File: config.mk
export PLATFORM = sky130hd
export DESIGN_NAME = scc_ctrl
export DESIGN_NICKNAME = d
export VERILOG_FILES = /design/src/scc_pkg.sv /design/src/scc_ctrl.sv
export SDC_FILE = /design/constraint.sdc
export NUM_CORES = 1
export LEC_CHECK = 0
export BUFFER_PORTS_ARGS = -buffer_cell sky130_fd_sc_hd__buf_2
export CAP_MARGIN = 10
export CELL_PAD_IN_SITES_DETAIL_PLACEMENT = 1
export CELL_PAD_IN_SITES_GLOBAL_PLACEMENT = 1
export CORE_AREA = 4 4 41 43
export CTS_CLUSTER_DIAMETER = 30
export DETAILED_ROUTE_END_ITERATION = 8
export DIE_AREA = 0 0 45 47
export GPL_ROUTABILITY_DRIVEN = 0
export GPL_TIMING_DRIVEN = 0
export PLACE_DENSITY_LB_ADDON = 0.08
export SLEW_MARGIN = 5
export SYNTH_ARGS = -nofsm -noshare
export SYNTH_HDL_FRONTEND = slang
export SYNTH_SLANG_ARGS = --single-unit
File: constraint.sdc
create_clock -name clk -period 2.6 [get_ports clk]
set_input_delay 0.13 -clock clk [delete_from_list [all_inputs] [get_ports clk]]
set_output_delay 0.13 -clock clk [all_outputs]
set_load 0.005 [all_outputs]
File: src/scc_pkg.sv
package scc_pkg;

    localparam int DEF_CACHE_ENTRIES = 64;
    localparam int SECTOR_W = 32;
    localparam int SLOT_W = 6;
    localparam int REQ_W = 2;
    localparam int KIND_W = 2;

    typedef enum logic [REQ_W-1:0] {
        REQ_READ  = 2'd0,
        REQ_WRITE = 2'd1,
        REQ_FLUSH = 2'd2,
        REQ_CLEAR = 2'd3
    } req_type_t;

    typedef enum logic [KIND_W-1:0] {
        KIND_ACCESS    = 2'd0,
        KIND_WRITEBACK = 2'd1,
        KIND_NONE      = 2'd2
    } result_kind_t;

    typedef enum logic [2:0] {
        ST_IDLE,
        ST_LOOKUP,
        ST_DECIDE,
        ST_SWEEP,
        ST_EVICT,
        ST_FL_SCAN,
        ST_FL_EMIT
    } state_t;

    typedef struct packed {
        logic load_req;
        logic load_vectors;
        logic do_hit;
        logic do_free_fill;
        logic sweep_step;
        logic do_evict;
        logic flush_step;
        logic flush_emit;
        logic flush_none;
    } ctrl_cmd_t;

    typedef struct packed {
        logic is_flush;
        logic hit_any;
        logic free_any;
        logic ref_at_hand;
        logic dv_any;
        logic dv_at_idx;
        logic dv_last;
    } dp_status_t;

endpackage

File: src/scc_ctrl.sv
module scc_ctrl (
    input  logic                clk,
    input  logic                rst_n,
    input  logic                start,
    output logic                busy,
    input  scc_pkg::dp_status_t status,
    output scc_pkg::ctrl_cmd_t  cmd
);

    scc_pkg::state_t state_reg;
    scc_pkg::state_t state_next;

    always_ff @(posedge clk or negedge rst_n)
    begin
        if (!rst_n)
        begin
            state_reg <= scc_pkg::ST_IDLE;
        end
        else
        begin
            state_reg <= state_next;
        end
    end

    always_comb
    begin
        state_next = state_reg;
        cmd = '0;
        unique case (state_reg)
            scc_pkg::ST_IDLE:
            begin
                if (start)
                begin
                    cmd.load_req = 1'b1;
                    state_next = scc_pkg::ST_LOOKUP;
                end
            end
            scc_pkg::ST_LOOKUP:
            begin
                if (status.is_flush)
                begin
                    state_next = scc_pkg::ST_FL_SCAN;
                end
                else
                begin
                    cmd.load_vectors = 1'b1;
                    state_next = scc_pkg::ST_DECIDE;
                end
            end
            scc_pkg::ST_DECIDE:
            begin
                priority if (status.hit_any)
                begin
                    cmd.do_hit = 1'b1;
                    state_next = scc_pkg::ST_IDLE;
                end
                else if (status.free_any)
                begin
                    cmd.do_free_fill = 1'b1;
                    state_next = scc_pkg::ST_IDLE;
                end
                else
                begin
                    state_next = scc_pkg::ST_SWEEP;
                end
            end
            scc_pkg::ST_SWEEP:
            begin
                if (status.ref_at_hand)
                begin
                    cmd.sweep_step = 1'b1;
                end
                else
                begin
                    state_next = scc_pkg::ST_EVICT;
                end
            end
            scc_pkg::ST_EVICT:
            begin
                cmd.do_evict = 1'b1;
                state_next = scc_pkg::ST_IDLE;
            end
            scc_pkg::ST_FL_SCAN:
            begin
                priority if (!status.dv_any)
                begin
                    cmd.flush_none = 1'b1;
                    state_next = scc_pkg::ST_IDLE;
                end
                else if (status.dv_at_idx)
                begin
                    state_next = scc_pkg::ST_FL_EMIT;
                end
                else
                begin
                    cmd.flush_step = 1'b1;
                end
            end
            scc_pkg::ST_FL_EMIT:
            begin
                cmd.flush_emit = 1'b1;
                if (status.dv_last)
                begin
                    state_next = scc_pkg::ST_IDLE;
                end
                else
                begin
                    cmd.flush_step = 1'b1;
                    state_next = scc_pkg::ST_FL_SCAN;
                end
            end
            default:
            begin
                state_next = scc_pkg::ST_IDLE;
            end
        endcase
    end

    assign busy = (state_reg != scc_pkg::ST_IDLE);

endmodule

==> results.py <==
metrics = {
    "status": {
        "status": "complete, no violations",
    },
    "setup_path": {
        "reg2reg_slack_ns": 1.28,
        "timing.rr.start": "state_reg[2]",
        "cp-end-kind": "output port",
        "cp-start-kind": "flop",
        "rr_worst_depth": 5,
        "crit_fanout": 10,
        "crit_required_ns": 2.47,
        "reg2reg_to": "state_reg[1]",
        "path_class": "flop to output port",
        "arrival_ns": 1.44,
    },
    "clocking": {
        "clkSinkCount": 3,
        "clk_pin_slew_ns": 0.04,
        "cts_resized": 0,
        "cts-root-buf": "clkbuf_4",
        "cts_inserted_buffers": 3,
        "clock_path_buffers": 2,
        "cts-htree-levels": 1,
        "cts_tree": "built",
        "post-cts-setup-buffers": 0,
        "worstSkewPairLatency_ns": 0.23,
    },
    "place": {
        "dpl.hpwl_um": 828,
        "place_area_um2": 460,
        "io_buffers": 19,
    },
    "timing": {
        "hold_violations": 0,
        "slew_violations": 0,
        "rsz0062_at_grt": "false",
        "timing.hold.ws_ns": 0.207,
        "worstMarginPinSlew_ns": 0.293,
        "period_share": 0.602,
        "relSlewSlack": 0.803,
        "min_period_ns": 1.57,
        "fin_skew_ns": 0.00600,
        "fmax_ghz": 0.639,
        "setup_viol_count_final": 0,
        "setup_tns_ns": 0,
    },
    "synth": {
        "syn_avg_cell_area_um2": 7.70,
        "netlist_area_um2": 347,
        "synthCells": 45,
        "synth_warnings": 0,
        "synth_seq_area_share": 0.217,
        "yosysUniqueCellTypes": 27,
        "synth_fp_nets": 55,
        "synth-seq-cells": 3,
    },
    "die": {
        "die-area_um2": 2120,
        "num_rows": 13,
        "start_util": 0.266,
        "core_um2": 1300,
        "dieHeight_um": 47,
        "die_w_um": 45,
        "ios": 20,
    },
    "power_and_ir_drop": {
        "pwr-share-seq": 0.195,
        "power.clock.fraction": 0.159,
        "comb_power_share": 0.645,
        "ir_drop_mv": 0.446,
        "p_int_mw": 0.285,
        "p_sw_mw": 0.219,
        "power_leakage_nw": 0.250,
        "sw_frac_of_total": 0.435,
        "powerDensity_nw_per_um2": 1020,
    },
    "drt": {
        "drt_iter0_drc": 2,
        "drtAntennaViolNets": 0,
        "wirelength_um": 1050,
        "dr.pass1.iters": 2,
        "wl_per_cell_um": 12.4,
        "drc": 0,
        "vias_per_cell": 4.86,
        "vias": 408,
    },
    "worst_hold_path": {
        "min-delay-start": "status[3]",
        "hp-class": "input pin to flop",
        "min_to": "state_reg[1]",
        "hold_depth": 3,
    },
    "final_layout": {
        "utilization": 0.382,
        "layout-drive-gt1-share": 0.420,
        "largest_register_ffs": 3,
        "layout_common_cells": "20 x buf_2, 5 x nand2_1, 4 x nor2b_1",
        "nets": 80,
        "final_area_um2": 497,
        "syn2layout_area_growth_pct": 43.3,
        "diodes": 0,
        "layout_commonest_cell": "buf_2",
    },
    "grt": {
        "antenna_found_initial": 0,
        "grt_use_total": 0.111,
        "grt_pass1_vias": 400,
        "grt_pass1_wl_um": 1740,
        "grt_max_degree": 11,
        "globalRouteOverflowTotal": 0,
    },
    "flow_run": {
        "drv_cap": 0,
    },
}
## Yosys cell counts
cell,count,share of area
nand2_1,5,0.054
nor2b_1,4,0.072
a21oi_1,3,0.043
dfrtp_1,3,0.22
nor2_1,3,0.032
o21ai_0,3,0.043
inv_1,2,0.022
nor3b_1,2,0.043
o21ai_1,2,0.029
and3b_1,1,0.025
buf_2,1,0.014
buf_4,1,0.022
buf_6,1,0.032
mux2_2,1,0.032
nand2b_1,1,0.018
nand3b_1,1,0.022
nand4b_1,1,0.025
nor3_1,1,0.014
nor3b_2,1,0.036
nor4_2,1,0.036
nor4b_1,1,0.025
nor4bb_1,1,0.029
o21ai_2,1,0.025
o22ai_1,1,0.018
o32ai_1,1,0.025
or3_1,1,0.018
xnor2_1,1,0.025
## stage by stage
step                      power, mW  setup slack [ns]  cells
after floorplan               0.329              1.42     45
after global placement        0.425              1.26     79
after detailed placement      0.431              1.28     79
after CTS                     0.520              1.01     84
after global routing          0.571             0.873     84
final                         0.504              1.03     84
## layer usage
metal / global-route usage / share of wire / wire length [um] / vias to the layer above
li1: - / - / - / 211
met5: 0 / 0 / 0 / -
met1: 0.153 / 0.48 / 503 / 186
met4: 0 / 0 / 0 / 0
met3: 0.0460 / 0.058 / 61 / 0
met2: 0.172 / 0.46 / 480 / 11
## power groups by stage
stage / sequential (mW) / clock (mW) / combinational [mW]
global placement: 0.0983 / 0 / 0.326
CTS: 0.0998 / 0.0857 / 0.335
detailed placement: 0.0993 / 0 / 0.332
floorplan: 0.0908 / 0 / 0.238
global route: 0.103 / 0.0900 / 0.377
finish: 0.0985 / 0.0803 / 0.326
## worst max-delay path by stage
stage	cells after the start	slack, ns	startpoint	to
2_1_floorplan	3	1.42	state_reg[0]	cmd[8]
3_3_place_gp	5	1.26	state_reg[2]	state_reg[1]
3_5_place_dp	5	1.28	state_reg[2]	state_reg[1]
4_1_cts	4	1.01	state_reg[2]	cmd[5]
5_1_grt	4	0.87	state_reg[2]	cmd[5]
6_report	4	1.03	state_reg[2]	cmd[5]
## worst max-delay path, stage by stage, from the launching register on
cell,delay (ns)
dfrtp_1,0.38
buf_2,0.18
nand2b_1,0.23
nor4b_1,0.26
buf_2,0.16
## final cells by class
type	instances	area (um^2)
Fill cell	173	805
Multi-Input combinational cell	37	240
Timing Repair Buffer	20	105
Buffer	3	23.8
Clock buffer	4	26.3
Tap cell	15	18.8
Inverter	2	7.51
Sequential cell	3	75.1
## timing repair
item,CTS,global route
endpoints found under the setup margin,0,0
hold endpoints to repair,3,0
hold buffers,1,0
## cells by family (layout without fill, tap and decap cells)
family                 count (synthesis)  after routing  share of synthesized area
multiplexers                           1              1                     0.0325
buffers and inverters                  5             29                     0.0903
AO/OA/AOI/OAI                         11             11                      0.184
XOR/XNOR                               1              1                     0.0253
flip-flops                             3              3                      0.217
AND/OR/NAND/NOR                       24             24                      0.451
Note: power is estimated with default switching activity, not from simulation.
